**config.mk**
```make
export PLATFORM = sky130hd
export DESIGN_NAME = awu_ctrl
export DESIGN_NICKNAME = d
export VERILOG_FILES = /design/src/rtl/awu_pkg.sv /design/src/rtl/awu_ctrl.sv
export SDC_FILE = /design/constraint.sdc
export NUM_CORES = 1
export LEC_CHECK = 0
export BUFFER_PORTS_ARGS = -buffer_cell sky130_fd_sc_hd__buf_2
export CELL_PAD_IN_SITES_DETAIL_PLACEMENT = 0
export CELL_PAD_IN_SITES_GLOBAL_PLACEMENT = 1
export CORE_AREA = 8 8 45 47
export CTS_CLUSTER_SIZE = 8
export DETAILED_ROUTE_END_ITERATION = 12
export DIE_AREA = 0 0 53 55
export MAX_ROUTING_LAYER = met4
export PLACE_DENSITY = 0.61
export SKIP_CTS_REPAIR_TIMING = 1
export SLEW_MARGIN = 40
export SYNTH_ARGS = -nofsm -noshare
export SYNTH_HDL_FRONTEND = slang
export SYNTH_SLANG_ARGS = --single-unit
```
**constraint.sdc**
```tcl
create_clock -name clk -period 1.89 [get_ports clk]
set_input_delay 0.567 -clock clk [delete_from_list [all_inputs] [get_ports clk]]
set_output_delay 0.567 -clock clk [all_outputs]
set_load 0.005 [all_outputs]
```
**src/rtl/awu_pkg.sv**
```systemverilog
// Shared types and constants of the affine image warp unit.
// No dependencies; every other file of the block imports this package.
`timescale 1ns / 1ps
`default_nettype none
package awu_pkg;

  localparam int PIX_W     = 8;
  localparam int CRD_W     = 8;
  localparam int OP_W      = 2;
  localparam int COEF_W    = 32;
  localparam int NCOEF     = 6;
  localparam int CFG_IDX_W = 3;

  // Opcodes of an input item.
  localparam logic [OP_W-1:0] OP_WR  = 2'd0;
  localparam logic [OP_W-1:0] OP_RD  = 2'd1;
  localparam logic [OP_W-1:0] OP_CLR = 2'd2;

  // Configuration register indexes.
  localparam logic [CFG_IDX_W-1:0] REG_MODE   = 3'd0;
  localparam logic [CFG_IDX_W-1:0] REG_MVALID = 3'd1;
  localparam logic [CFG_IDX_W-1:0] REG_RR     = 3'd2;
  localparam logic [CFG_IDX_W-1:0] REG_RC     = 3'd3;
  localparam logic [CFG_IDX_W-1:0] REG_CR     = 3'd4;
  localparam logic [CFG_IDX_W-1:0] REG_CC     = 3'd5;
  localparam logic [CFG_IDX_W-1:0] REG_OFFR   = 3'd6;
  localparam logic [CFG_IDX_W-1:0] REG_OFFC   = 3'd7;

  // Slots of a coefficient set; the inverse set uses the same layout.
  localparam int K_RR   = 0;
  localparam int K_RC   = 1;
  localparam int K_CR   = 2;
  localparam int K_CC   = 3;
  localparam int K_OFFR = 4;
  localparam int K_OFFC = 5;

  typedef logic [NCOEF-1:0][COEF_W-1:0] coef_set_t;

  typedef struct packed {
    logic load;
    logic clr_init;
    logic clr_run;
    logic mem_go;
    logic res_load;
  } dp_cmd_t;

  typedef struct packed {
    logic [OP_W-1:0] op;
    logic            clr_last;
    logic            out_busy;
  } dp_stat_t;

endpackage
`default_nettype wire

```
**src/rtl/awu_ctrl.sv**
```systemverilog
// Controller state machine: sequences each item through the datapath and
// walks the destination clear. Depends on awu_pkg.
`timescale 1ns / 1ps
`default_nettype none
module awu_ctrl (
  input  wire logic                      clk,
  input  wire logic                      rst_n,
  input  wire logic                      in_valid,
  output logic                           in_ready,
  input  wire logic [awu_pkg::OP_W-1:0]  in_opcode,
  input  wire logic                      cfg_we,
  input  wire logic                      inv_busy,
  input  wire awu_pkg::dp_stat_t         stat,
  output awu_pkg::dp_cmd_t               cmd
);
  import awu_pkg::*;

  localparam logic [2:0] S_CLEAR = 3'd0;
  localparam logic [2:0] S_IDLE  = 3'd1;
  localparam logic [2:0] S_MUL   = 3'd2;
  localparam logic [2:0] S_SUM   = 3'd3;
  localparam logic [2:0] S_MEM   = 3'd4;
  localparam logic [2:0] S_RES   = 3'd5;

  logic [2:0] state_r;
  logic [2:0] state_nxt;
  logic       acc;

  assign in_ready = (state_r == S_IDLE) && !inv_busy && !cfg_we;
  assign acc      = in_valid && in_ready;

  assign cmd.load     = acc;
  assign cmd.clr_init = acc && (in_opcode == OP_CLR);
  assign cmd.clr_run  = (state_r == S_CLEAR);
  assign cmd.mem_go   = (state_r == S_MEM);
  assign cmd.res_load = (state_r == S_RES) && !stat.out_busy;

  always_comb begin
    state_nxt = state_r;
    case (state_r)
      S_CLEAR: if (stat.clr_last) state_nxt = S_IDLE;
      S_IDLE: begin
        if (acc) begin
          case (in_opcode)
            OP_WR, OP_RD: state_nxt = S_MUL;
            OP_CLR:       state_nxt = S_CLEAR;
            default:      state_nxt = S_IDLE;
          endcase
        end
      end
      S_MUL: state_nxt = S_SUM;
      S_SUM: state_nxt = S_MEM;
      S_MEM: state_nxt = (stat.op == OP_RD) ? S_RES : S_IDLE;
      S_RES: if (!stat.out_busy) state_nxt = S_IDLE;
      default: state_nxt = S_IDLE;
    endcase
  end

  // Reset enters the clear walk so the destination store starts at zero.
  always_ff @(posedge clk) begin
    if (!rst_n) begin
      state_r <= S_CLEAR;
    end else begin
      state_r <= state_nxt;
    end
  end

`ifndef ASSERT_OFF
  a_read_reaches_res: assert property (@(posedge clk) disable iff (!rst_n)
    (acc && (in_opcode == OP_RD)) |-> ##4 (state_r == S_RES))
    else $error("read transfer did not reach the result state");
  a_no_accept_clear: assert property (@(posedge clk) disable iff (!rst_n)
    (state_r == S_CLEAR) |-> !in_ready)
    else $error("input ready during the clear walk");
  a_res_to_idle: assert property (@(posedge clk) disable iff (!rst_n)
    cmd.res_load |=> (state_r == S_IDLE))
    else $error("result load did not return to idle");
`endif

endmodule
`default_nettype wire

```
# [After elaboration in Yosys (flattened, before gate mapping)]
# Cells that the tools add are included.
[word_totals] regBits=3 inputBits=11 wordCells=30 out_inout_bits=6
[classes] eq_ne=11 mux=6 reduce_logical=12
[op_table] operator="3-bit case mux with 6 select lines" count=1
[op_table] operator="3-bit two-way mux" count=4
[op_table] operator="3-bit by 2-bit equality test with 1-bit output (second input constant)" count=2
[op_table] operator="3-bit equality test (second input constant)" count=2
[op_table] operator="2-bit != test (second input constant)" count=3
[op_table] operator="1-bit logical AND" count=5
[op_table] operator="2-bit by 1-bit equality test with 1-bit output (second input constant)" count=2
[op_table] operator="2-bit case mux with 2 select lines" count=1
[op_table] operator="3-bit by 1-bit equality test with 1-bit output (second input constant)" count=1
[op_table] operator="1-bit logical NOT" count=3
[op_table] operator="3-bit logical NOT" count=1
[op_table] operator="3-bit AND reduction" count=1
[op_table] operator="2-bit equality test (second input constant)" count=1
[op_table] operator="2-bit logical NOT" count=1
[op_table] operator="2-bit OR reduction" count=1

# [Longest topological paths before layout]
[depth] word_depth=6 ltp_mapped=5 mapped_depth_nobuf=3

# [Worst setup path after synthesis]
# Ideal clock, no wire load.
[synth_path] kind="input-to-output" from="input inv_busy" to="output cmd[4] (netlist bit)" t_arrival_ns=1.142 path_buffers=1 stages=3 setup_slack_ns=0.181 required_ns=1.323 path_cell_list="nor4_2 > and2_1 > buf_4"
[synth_via] elab_chain_len=4
[synth_rtl] item="start, declared" line="awu_ctrl.sv:12" source="input wire logic inv_busy,"
[synth_rtl] item="1-bit logical NOT" line="awu_ctrl.sv:29" source="assign in_ready = (state_r == S_IDLE) && !inv_busy && !cfg_we;"
[synth_rtl] item="1-bit logical AND (2 in series)" line="awu_ctrl.sv:29"
[synth_rtl] item="1-bit logical AND" line="awu_ctrl.sv:30" source="assign acc = in_valid && in_ready;"
[synth_rtl] item="end, declared" line="awu_ctrl.sv:14" source="output awu_pkg::dp_cmd_t cmd"
# No other way between the ends.

==> metrics.txt <==
status finished clean; Die Wd 53 um; Initial Utilization about a fifth; final WL 762 um; post-synthesis cell count 31; Final WS setup 29.5 ps; sequential share of the synthesized area a little under a quarter; total global-route track usage 5.62%; TritonCTS Sinks 3; First-pass DRT Iterations 4; maximum VDD drop 0.000162 V; Syn Area/Cell 8.48 um^2; Regs by FF count state_r (3); asr flop ratio synth 0%; initial antenna violation count 0; initial DRC count 2; clock-pin slew on the worst setup and hold paths 40 ps; worst hold margin 574 ps; largest register by flop count state_r; Synth area leader dfxtp_1; Final ANT Viol Nets 0; CTS tree built; die area 0.00292 mm^2; ANT cells 0; grt total ovfl 0; IO Count 17; Max-Cap Viols 0; Layout Cells excl Fill 68; Most used DFF post-synth dfxtp_1; CTS buffer count 3; first-pass GRT wire length around 1200 um; Site Rows 14; top cells by area, synth dfxtp_1 (23%), a311oi_2 (5.7%), a211oi_2 (4.8%), nor4_2 (4.8%), buf_6 (4.3%); clock skew 3.80 ps; Synth top cells by count dfxtp_1 (3), nand2_1 (3), buf_2 (2), nor2_1 (2), nor3_1 (2); Netlist cell types 24; drt via density approximately 4.6; nets 64; Root Buffer clkbuf_4; setup TNS 0 ps; Worst-Margin Slew between 400 and 500 ps; H-tree lvl count 1; Area Overhead vs Synth 59.0%; dpl cells 61; dpl hpwl around 600 um; deepest clock path buffer count 2; Post-synth EDFFs 0; min cycle time layout 1860 ps; Die Span Y 55 um; WP data required 1320 ps; PwrDens 700 mW/mm^2; fillers between 150 and 200; fmax 537 MHz; flip-flop count of the largest register after layout 3; vias in the first global route ~300; share of layout cells above drive strength 1 between 50% and 60%; RSZ-0062 raised after global routing yes; Crit Path Category in2out; Synth top area share a little under a quarter; final core utilization 30.2%; DRC viols 0; CP max FO 3; Worst-Skew Late Latency 230 ps; wire per inst 11.2 um; startpoint types input port; Core ar. 0.00138 mm^2; Final Hold Viols 0; Yosys warnings 0; Mapped Area 263 um^2; syn_nets 42; Vias 311; Tightest Hold Check Type reg2reg; PortBufs 16; period utilization 98.4%; CP Capture Type primary output; reg2reg setup slack 510 ps; slew margin rel. about 72%; dpl ws 25.3 ps; routability cong. 0.755; largest net degree at the start of global routing 11; Leak a little under 0.2 nW; fin. max-slew vios 0; final setup fails 0; CP arrival 1290 ps; synthesized flop and latch total 3
logic make-up (layout without fill, tap and decap cells):
| group | count (synthesis) | after routing | synth area share [%] |
|---|---|---|---|
| compound gates | 6 | 6 | 22.4 |
| simple gates | 17 | 17 | 40.0 |
| mux | 1 | 1 | 3.81 |
| flops | 3 | 3 | 22.9 |
| buf+inv | 4 | 25 | 11.0 |
layer usage:
layer	share of wire, %	GRT usage, %
met1	43	6.06
met2	42	7.42
met3	13	2.67
met4	1.4	5.17
met5	0	-
path summary, 6_finish.rpt:
kind	startpoint	end	cells past startpoint
worst max-delay path	inv_busy	cmd[3]	4
worst min register to register	state_r[2]	state_r[1]	2
worst min-delay path	state_r[2]	state_r[1]	2
worst max register to register	state_r[0]	state_r[2]	4
report_power, final:
| group | switching [W] | leakage [nW] | total, W | internal, W |
|---|---|---|---|---|
| Combinational | 0.0000473 | 0.152 | 0.000103 | 0.0000553 |
| Sequential | 0.00000626 | 0.0254 | 0.0000772 | 0.0000709 |
| Clock | 0.0000336 | 0.0150 | 0.000113 | 0.0000792 |
cell type report:
| class | instances | area, um^2 | share of cell area (%) |
|---|---|---|---|
| clock buffers | 4 | 26.3 | 6.29 |
| multi-input cells | 24 | 190 | 45.5 |
| flip-flops and latches | 3 | 63.8 | 15.3 |
| well taps | 16 | 20.0 | 4.79 |
| repair buffers | 21 | 118 | 28.1 |
worst max-delay path: stages:
cell	delay, ps
buf_2	120
nor4_4	280
and4b_1	220
buf_2	110
cell usage in the layout (no fill, tap or decap), types with 2 or more instances in the layout:
master and count:
nand2_1 3, dfxtp_1 2, clkbuf_4 3, nor2_1 2, buf_2 16, nor3_1 2, buf_4 5
stage by stage:
step / cell area, um^2 / total power, W
6_report: 418 / 0.000293
5_1_grt: 418 / 0.000315
4_1_cts: 375 / 0.000283
3_5_place_dp: 349 / 0.000164
3_3_place_gp: 349 / 0.000163
2_1_floorplan: 263 / 0.000136
(Power assumes the default switching activity.)
