`src/rtl/awu_pkg.sv`:
```
// Shared types and constants of the affine image warp unit.
// No dependencies; every other file of the block imports this package.
`timescale 1ns / 1ps
`default_nettype none
package awu_pkg;

  localparam int PIX_W     = 8;
  localparam int CRD_W     = 8;
  localparam int OP_W      = 2;
  localparam int COEF_W    = 32;
  localparam int NCOEF     = 6;
  localparam int CFG_IDX_W = 3;

  // Opcodes of an input item.
  localparam logic [OP_W-1:0] OP_WR  = 2'd0;
  localparam logic [OP_W-1:0] OP_RD  = 2'd1;
  localparam logic [OP_W-1:0] OP_CLR = 2'd2;

  // Configuration register indexes.
  localparam logic [CFG_IDX_W-1:0] REG_MODE   = 3'd0;
  localparam logic [CFG_IDX_W-1:0] REG_MVALID = 3'd1;
  localparam logic [CFG_IDX_W-1:0] REG_RR     = 3'd2;
  localparam logic [CFG_IDX_W-1:0] REG_RC     = 3'd3;
  localparam logic [CFG_IDX_W-1:0] REG_CR     = 3'd4;
  localparam logic [CFG_IDX_W-1:0] REG_CC     = 3'd5;
  localparam logic [CFG_IDX_W-1:0] REG_OFFR   = 3'd6;
  localparam logic [CFG_IDX_W-1:0] REG_OFFC   = 3'd7;

  // Slots of a coefficient set; the inverse set uses the same layout.
  localparam int K_RR   = 0;
  localparam int K_RC   = 1;
  localparam int K_CR   = 2;
  localparam int K_CC   = 3;
  localparam int K_OFFR = 4;
  localparam int K_OFFC = 5;

  typedef logic [NCOEF-1:0][COEF_W-1:0] coef_set_t;

  typedef struct packed {
    logic load;
    logic clr_init;
    logic clr_run;
    logic mem_go;
    logic res_load;
  } dp_cmd_t;

  typedef struct packed {
    logic [OP_W-1:0] op;
    logic            clr_last;
    logic            out_busy;
  } dp_stat_t;

endpackage
`default_nettype wire

```
`src/rtl/awu_inv.sv`:
```
// Inverse matrix unit: determinant by a shared multiplier, then six serial
// restoring divisions with saturation. Depends on awu_pkg.
`timescale 1ns / 1ps
`default_nettype none
module awu_inv #(
  parameter int FRAC_BITS = 16
) (
  input  wire logic                           clk,
  input  wire logic                           rst_n,
  input  wire logic                           cfg_we,
  input  wire logic [awu_pkg::CFG_IDX_W-1:0]  cfg_index,
  input  wire awu_pkg::coef_set_t             coef,
  output logic                                busy,
  output logic                                singular,
  output awu_pkg::coef_set_t                  inv
);
  import awu_pkg::*;

  localparam int NW   = 64 + 2 * FRAC_BITS;
  localparam int CNTW = $clog2(NW);

  localparam logic [2:0] I_IDLE  = 3'd0;
  localparam logic [2:0] I_MUL   = 3'd1;
  localparam logic [2:0] I_CHK   = 3'd2;
  localparam logic [2:0] I_LOAD  = 3'd3;
  localparam logic [2:0] I_DIV   = 3'd4;
  localparam logic [2:0] I_STORE = 3'd5;

  logic [2:0]         st_r;
  logic [2:0]         step_r;
  logic [2:0]         j_r;
  logic signed [63:0] prod_r;
  logic signed [63:0] det_r;
  logic signed [63:0] n4_r;
  logic signed [63:0] n5_r;
  logic [63:0]        md_r;
  logic [NW-1:0]      num_r;
  logic [63:0]        rem_r;
  logic [32:0]        q_r;
  logic               ovf_r;
  logic               neg_r;
  logic [CNTW-1:0]    cnt_r;
  coef_set_t          inv_r;
  logic               singular_r;

  logic               start;
  logic signed [31:0] ma;
  logic signed [31:0] mb;
  logic signed [63:0] num_sel;
  logic [63:0]        num_mag;
  logic [64:0]        r2;
  logic               ge;
  logic [64:0]        r2_sub;
  logic [32:0]        qsat;
  logic [32:0]        qneg;
  logic [31:0]        qres;

  assign start    = cfg_we && (cfg_index >= REG_RR);
  assign busy     = (st_r != I_IDLE);
  assign singular = singular_r;
  assign inv      = inv_r;

  // Operand selection for the determinant and translation terms.
  always_comb begin
    case (step_r)
      3'd0: begin ma = $signed(coef[K_RR]); mb = $signed(coef[K_CC]); end
      3'd1: begin ma = $signed(coef[K_RC]); mb = $signed(coef[K_CR]); end
      3'd2: begin ma = $signed(coef[K_CR]); mb = $signed(coef[K_OFFC]); end
      3'd3: begin ma = $signed(coef[K_CC]); mb = $signed(coef[K_OFFR]); end
      3'd4: begin ma = $signed(coef[K_RC]); mb = $signed(coef[K_OFFR]); end
      3'd5: begin ma = $signed(coef[K_RR]); mb = $signed(coef[K_OFFC]); end
      default: begin ma = '0; mb = '0; end
    endcase
  end

  always_comb begin
    case (j_r)
      3'd0:    num_sel = 64'($signed(coef[K_CC]));
      3'd1:    num_sel = -64'($signed(coef[K_RC]));
      3'd2:    num_sel = -64'($signed(coef[K_CR]));
      3'd3:    num_sel = 64'($signed(coef[K_RR]));
      3'd4:    num_sel = n4_r;
      3'd5:    num_sel = n5_r;
      default: num_sel = '0;
    endcase
    num_mag = num_sel[63] ? 64'(-num_sel) : 64'(num_sel);
  end

  assign r2     = {rem_r, num_r[NW-1]};
  assign ge     = (r2 >= {1'b0, md_r});
  assign r2_sub = r2 - {1'b0, md_r};

  // The running quotient saturates at 2^32 once it has grown past it.
  always_comb begin
    qsat = (ovf_r || (q_r[32] && (q_r[31:0] != '0))) ? 33'h1_0000_0000 : q_r;
    qneg = (qsat > 33'h0_8000_0000) ? 33'h0_8000_0000 : qsat;
    if (neg_r) begin
      qres = 32'(-qneg[31:0]);
    end else begin
      qres = (qsat > 33'h0_7FFF_FFFF) ? 32'h7FFF_FFFF : qsat[31:0];
    end
  end

  always_ff @(posedge clk) begin
    if (!rst_n) begin
      st_r       <= I_IDLE;
      step_r     <= '0;
      j_r        <= '0;
      inv_r      <= '0;
      singular_r <= 1'b1;
    end else if (start) begin
      st_r   <= I_MUL;
      step_r <= '0;
    end else begin
      case (st_r)
        I_MUL: begin
          prod_r <= 64'(ma * mb);
          case (step_r)
            3'd1:    det_r <= prod_r;
            3'd2:    det_r <= det_r - prod_r;
            3'd3:    n4_r  <= prod_r;
            3'd4:    n4_r  <= n4_r - prod_r;
            3'd5:    n5_r  <= prod_r;
            3'd6:    n5_r  <= n5_r - prod_r;
            default: ;
          endcase
          step_r <= step_r + 3'd1;
          if (step_r == 3'd6) begin
            st_r <= I_CHK;
          end
        end
        I_CHK: begin
          j_r  <= '0;
          md_r <= det_r[63] ? 64'(-det_r) : 64'(det_r);
          if (det_r == '0) begin
            singular_r <= 1'b1;
            inv_r      <= '0;
            st_r       <= I_IDLE;
          end else begin
            singular_r <= 1'b0;
            st_r       <= I_LOAD;
          end
        end
        I_LOAD: begin
          neg_r <= num_sel[63] ^ det_r[63];
          num_r <= (j_r < 3'd4) ? (NW'(num_mag) << (2 * FRAC_BITS))
                                : (NW'(num_mag) << FRAC_BITS);
          rem_r <= '0;
          q_r   <= '0;
          ovf_r <= 1'b0;
          cnt_r <= '0;
          st_r  <= I_DIV;
        end
        I_DIV: begin
          num_r <= num_r << 1;
          rem_r <= ge ? r2_sub[63:0] : r2[63:0];
          q_r   <= {q_r[31:0], ge};
          ovf_r <= ovf_r | q_r[32];
          cnt_r <= cnt_r + 1'b1;
          if (cnt_r == CNTW'(NW - 1)) begin
            st_r <= I_STORE;
          end
        end
        I_STORE: begin
          inv_r[j_r] <= qres;
          if (j_r == 3'd5) begin
            st_r <= I_IDLE;
          end else begin
            j_r  <= j_r + 3'd1;
            st_r <= I_LOAD;
          end
        end
        default: st_r <= I_IDLE;
      endcase
    end
  end

`ifndef ASSERT_OFF
  a_start_busy: assert property (@(posedge clk) disable iff (!rst_n)
    start |=> (st_r == I_MUL) && busy)
    else $error("inverse unit did not start after a coefficient write");
  a_sing_zero: assert property (@(posedge clk) disable iff (!rst_n)
    (!busy && singular_r) |-> (inv_r == '0))
    else $error("singular matrix left non-zero inverse coefficients");
  a_div_nonzero: assert property (@(posedge clk) disable iff (!rst_n)
    (st_r == I_DIV) |-> (md_r != '0))
    else $error("division started with a zero determinant");
`endif

endmodule
`default_nettype wire

```
`config.mk`:
```
export PLATFORM = sky130hd
export DESIGN_NAME = awu_inv
export DESIGN_NICKNAME = d
export VERILOG_FILES = /design/src/rtl/awu_pkg.sv /design/src/rtl/awu_inv.sv
export SDC_FILE = /design/constraint.sdc
export NUM_CORES = 2
export LEC_CHECK = 0
export BUFFER_PORTS_ARGS = -buffer_cell sky130_fd_sc_hd__buf_2
export CAP_MARGIN = 20
export CORE_ASPECT_RATIO = 0.5
export CORE_UTILIZATION = 50
export DETAILED_ROUTE_END_ITERATION = 7
export PLACE_DENSITY = 0.77
export REMOVE_ABC_BUFFERS = 1
export SLEW_MARGIN = 20
export SYNTH_ARGS = -nofsm -noshare
export SYNTH_HDL_FRONTEND = slang
export SYNTH_SLANG_ARGS = --single-unit
```
`constraint.sdc`:
```
create_clock -name clk -period 28.2 [get_ports clk]
set_input_delay 1.41 -clock clk [delete_from_list [all_inputs] [get_ports clk]]
set_output_delay 1.41 -clock clk [all_outputs]
set_load 0.05 [all_outputs]
```
Yosys cells after proc, flatten, opt, wreduce, memory -nomap -nowiden
Cells that the tools add are included.
- input bits: 198
- word-level logic and storage cells: 134
- register bits after elaboration: 724
- output and inout bits: 194
- bitwise logic cells: 4
- multipliers: 1
- $lt $le $gt $ge: 7
- reduce and logical (&&, ||, !) cells: 31
- add/sub/neg operators: 12
- muxes and demuxes: 33
- equal/unequal tests: 23
- operator list (operator ; count):
    one-hot mux 64 bit (2 select lines) ; 4
    one-hot mux 192 bit (2 select lines) ; 1
    one-hot mux 64 bit (6 select lines) ; 1
    one-hot mux 32 bit (4 select lines) ; 2
    subtractor 64 bit ; 4
    bitwise mux 192 bit ; 1
    2-to-1 mux 192 bit ; 1
    one-hot mux 96 bit (2 select lines) ; 1
    2-to-1 mux 32 bit ; 4
    2-to-1 mux 64 bit ; 2
    negation 32 -> 64 bit ; 2
    negation 64 bit ; 2
    demux 32 bit (select 3 bit) ; 1
    2-to-1 mux 96 bit ; 1
    one-hot mux 33 bit (2 select lines) ; 1
    greater-or-equal comparator 65 x 64 -> 1 bit ; 1
    zero test 64 bit ; 1
    multiplier 32 x 32 -> 64 bit ; 1
    2-to-1 mux 63 bit ; 1
    greater-than comparator 33 x 31 -> 1 bit (second input constant) ; 1
    greater-than comparator 33 x 32 -> 1 bit (second input constant) ; 1
    2-to-1 mux 33 bit ; 1
    negation 32 bit ; 1
    nonzero test 32 bit ; 1
    other kinds (31) ; 74

Depth between registers and ports, before layout
- word-level depth: 10
- depth in mapped cells: 41
- gate-level depth less buffers: 36

Worst setup path before layout
Ideal clock, no wire load.
- kind: input -> register
- start: input port rst_n
- end: register cnt_r[0] (enable)
- path buffers: 3
- data arrival time: 11274 ps
- path slack: 16135 ps
- library setup time: 791 ps
- stages on the path: 5
- required time: 27409 ps
- path through: clkbuf_1 clkbuf_1 clkbuf_1 nand2_1 a21oi_1
- word-level cells in the longest chain between the ends: 1
- ends and longest elaborated chain (what ; RTL line ; text):
    start: declaration ; awu_inv.sv:9 ; input wire logic rst_n,
    AND reduction 3 bit (no source line) ; -- ;
    end signal: assignment ; awu_inv.sv:159 ; cnt_r <= cnt_r + 1'b1;
    end: declaration ; awu_inv.sv:42 ; logic [CNTW-1:0] cnt_r;
No other way between the ends.
A chain may end at the register's enable or synchronous reset.

Final worst setup path
- start: register step_r[2]
- end: register prod_r[62] (data pin)
- word-level cells in the longest chain between the ends: 4
- elaborated cells between the ends (all ways): 13
- those cells by class: 1 x mul; 5 x eq/ne; 2 x mux; 5 x reduce/logical
- ends and longest elaborated chain (what ; RTL line ; text):
    start: declaration ; awu_inv.sv:30 ; logic [2:0] step_r;
    start signal: assignment ; awu_inv.sv:127 ; step_r <= step_r + 3'd1;
    == test 3 bit (tied with other cells) ; awu_inv.sv:65 ; case (step_r)
    OR reduction 2 bit (no source line) ; -- ;
    one-hot mux 32 bit (4 select lines) ; awu_inv.sv:65 ;
    multiplier 32 x 32 -> 64 bit * ; awu_inv.sv:117 ; prod_r <= 64'(ma * mb);
    end signal: assignment ; awu_inv.sv:117 ;
    end: declaration ; awu_inv.sv:32 ; logic signed [63:0] prod_r;
Mark *: on every way between the ends. The rest lies on a longest branch, timed or not.

==> results.json <==
{
  "synthArstFlopShare_pct": 0,
  "slowest_stage": "a222oi_1",
  "tns_ns": 0,
  "max_slew_margin_pct": 14.7,
  "synth_edf_count": 506,
  "rows": 106,
  "ios": 392,
  "yosys_warnings": 0,
  "synth_ff_type": "edfxtp_1",
  "drt-total-wl_um": 300000,
  "use_met3_pct": 11.4,
  "yosysSeqAreaShare_pct": 22.8,
  "setup.worst_path.class": "reg2reg",
  "yosys.cell_count.top_type": "nand2_1",
  "met1_usage_pct": 46.7,
  "clockBufferDepth": 3,
  "dieArea_um2": 171000,
  "cts.htree.levels": 3,
  "grt-ovfl-total": 0,
  "slew_viol_final": 0,
  "cpPeakStageDelay_ns": 1.12,
  "grt_pass1_wl_um": 445000,
  "path_max_fanout": 56,
  "area.growth.synth_to_final_pct": 8.00,
  "worstMarginPinSlew_ns": 1.28,
  "port_buffers": 390,
  "run_status": "finished with violations",
  "drv_cap": 0,
  "synth_common_cells": "nand2_1 (1285), inv_1 (1216), fa_1 (1086), nor2_1 (865), o21ai_0 (544)",
  "cts_tree": "built",
  "start_kind": "flip-flop",
  "yosys.area.top_type": "fa_1",
  "setup_viol_count_final": 0,
  "nNetsFinal": 11400,
  "rsz0062_at_grt": "false",
  "hold_viol": 0,
  "grtUsageMet2_pct": 50.0,
  "antenna_found_initial": 20,
  "drive_gt1_share_pct": 7.95,
  "violations": "design-rule violations",
  "synth_cells": 9518,
  "synth_top_area_share_pct": 25.7,
  "cts_setup_buffers": 0,
  "top_usage_layer": "met2",
  "dp.final_hpwl_um": 230000,
  "firstDrtPassIters": 8,
  "insertion_delay_ns": 0.70,
  "fin_worst_skew_ns": 0.0437,
  "synth_seq_cells": 708,
  "fmax_ghz": 0.0805,
  "hold_buffers": 0,
  "worstPathArrival_ns": 12.88,
  "cts_num_sinks": 708,
  "cts-resized-gates": 0,
  "hp-class": "reg2reg",
  "synthesis.area_um2": 84500,
  "post_drt_wl_per_cell_um": 25.0,
  "critPathRequiredTime_ns": 28.67,
  "ant_nets": 0,
  "coreArea_um2": 168000,
  "cp-end-kind": "flip-flop",
  "syn-mean-instance-area_um2": 8.88,
  "crit_family": "adder cells",
  "vias": 73800,
  "cp.buffers_inverters": 6,
  "place_congestion": 1.06,
  "drt-vias-per-instance": 6.16,
  "grt_max_degree": 104,
  "track_usage_pct": 34.7,
  "die_w_um": 583,
  "cts.clk_slew.worst_paths_ns": 0.06,
  "fp.dieH_um": 293,
  "period_minus_slack_ns": 12.42,
  "cp_common_cell": "fa_1",
  "drt_iter0_markers": 9255,
  "ys_types": 95,
  "cts_root_buf": "clkbuf_16",
  "initial_core_util_pct": 50.5,
  "place_ws_ns": 16.29,
  "first_global_vias": 70800,
  "drc": 18,
  "cts_buffers": 75,
  "fin_crit_sh_pct": 44.0,
  "yosys-top-cells-area": "fa_1 (26%), edfxtp_1 (18%), ha_1 (6.7%)",
  "setup_ws_ns": 15.78
}
## worst min-delay path, stage by stage (launching register included)
cell	delay [ns]
dfxtp_1	0.33
nand2_1	0.04
o21ai_0	0.05
## placed cells by master, fill, tap and decap left out, types with 111 or more instances in the layout
master    count
o21ai_0     541
and2_1      142
ha_1        455
inv_1      1215
a22o_1      111
nor2b_1     111
xnor2_1     304
edfxtp_1    506
a21oi_1     472
buf_4       143
nand2_1    1275
a21o_1      197
fa_1       1086
xor2_1      159
nor2_1      862
dfxtp_1     201
buf_2       391
## through the flow
stage          util (%)  instance area (µm²)  instances  hold slack, ns
4_1_cts            54.5                91200      12000           0.457
5_1_grt            54.5                91300      12000           0.476
6_report           54.5                91300      12000           0.454
3_5_place_dp       53.0                88700      11800           0.442
2_1_floorplan         -                82700       9022           0.450
3_3_place_gp       53.0                88700      11800           0.431
## cell type report
| cell class | count | area [µm²] |
|---|---|---|
| inverters | 1219 | 4580 |
| clock buffers | 94 | 2020 |
| clock inverters | 41 | 502 |
| fillers | 14900 | 76200 |
| diodes | 11 | 27.5 |
| repair buffers | 538 | 3060 |
| well taps | 2268 | 2840 |
| flip-flops and latches | 708 | 19200 |
| multi-input cells | 7095 | 59000 |
## sequential cells by signal, summed over array words and instances, names as in the netlist
name	count
n4_r	64
n5_r	64
prod_r	64
md_r	64
st_r	3
ovf_r	1
num_r	80
step_r	3
singular	1
inv	192
rem_r	64
cnt_r	7
q_r	33
neg_r	1
j_r	3
det_r	64
## routing by layer
metal  vias up  part of all wire, %
met2      4488                   41
met4        24                  6.0
met5         -                0.055
met3       950                   14
li1      32100                    -
met1     36200                   39
## path summary, 6_finish.rpt
path                            cells after the start       from          to  slack [ns]
worst max-delay path                               29  step_r[2]  prod_r[62]       15.78
worst min-delay path                                2    inv[91]     inv[91]        0.45
worst max register to register                     29  step_r[2]  prod_r[62]       15.78
worst min register to register                      2    inv[91]     inv[91]        0.45
## logic make-up after synthesis
logic type | synth area share (%)
and+or+nand+nor | 15.7
muxes | 0.864
adders and majority gates | 32.5
DFF | 22.8
xor gates and xnor gates | 4.80
AOI/OAI and AO/OA | 15.8
buffers and inverters | 7.62
Power is left out: the tool's default activity adds up to more than one toggle a clock period on the data nets, which glitch-free logic cannot reach.
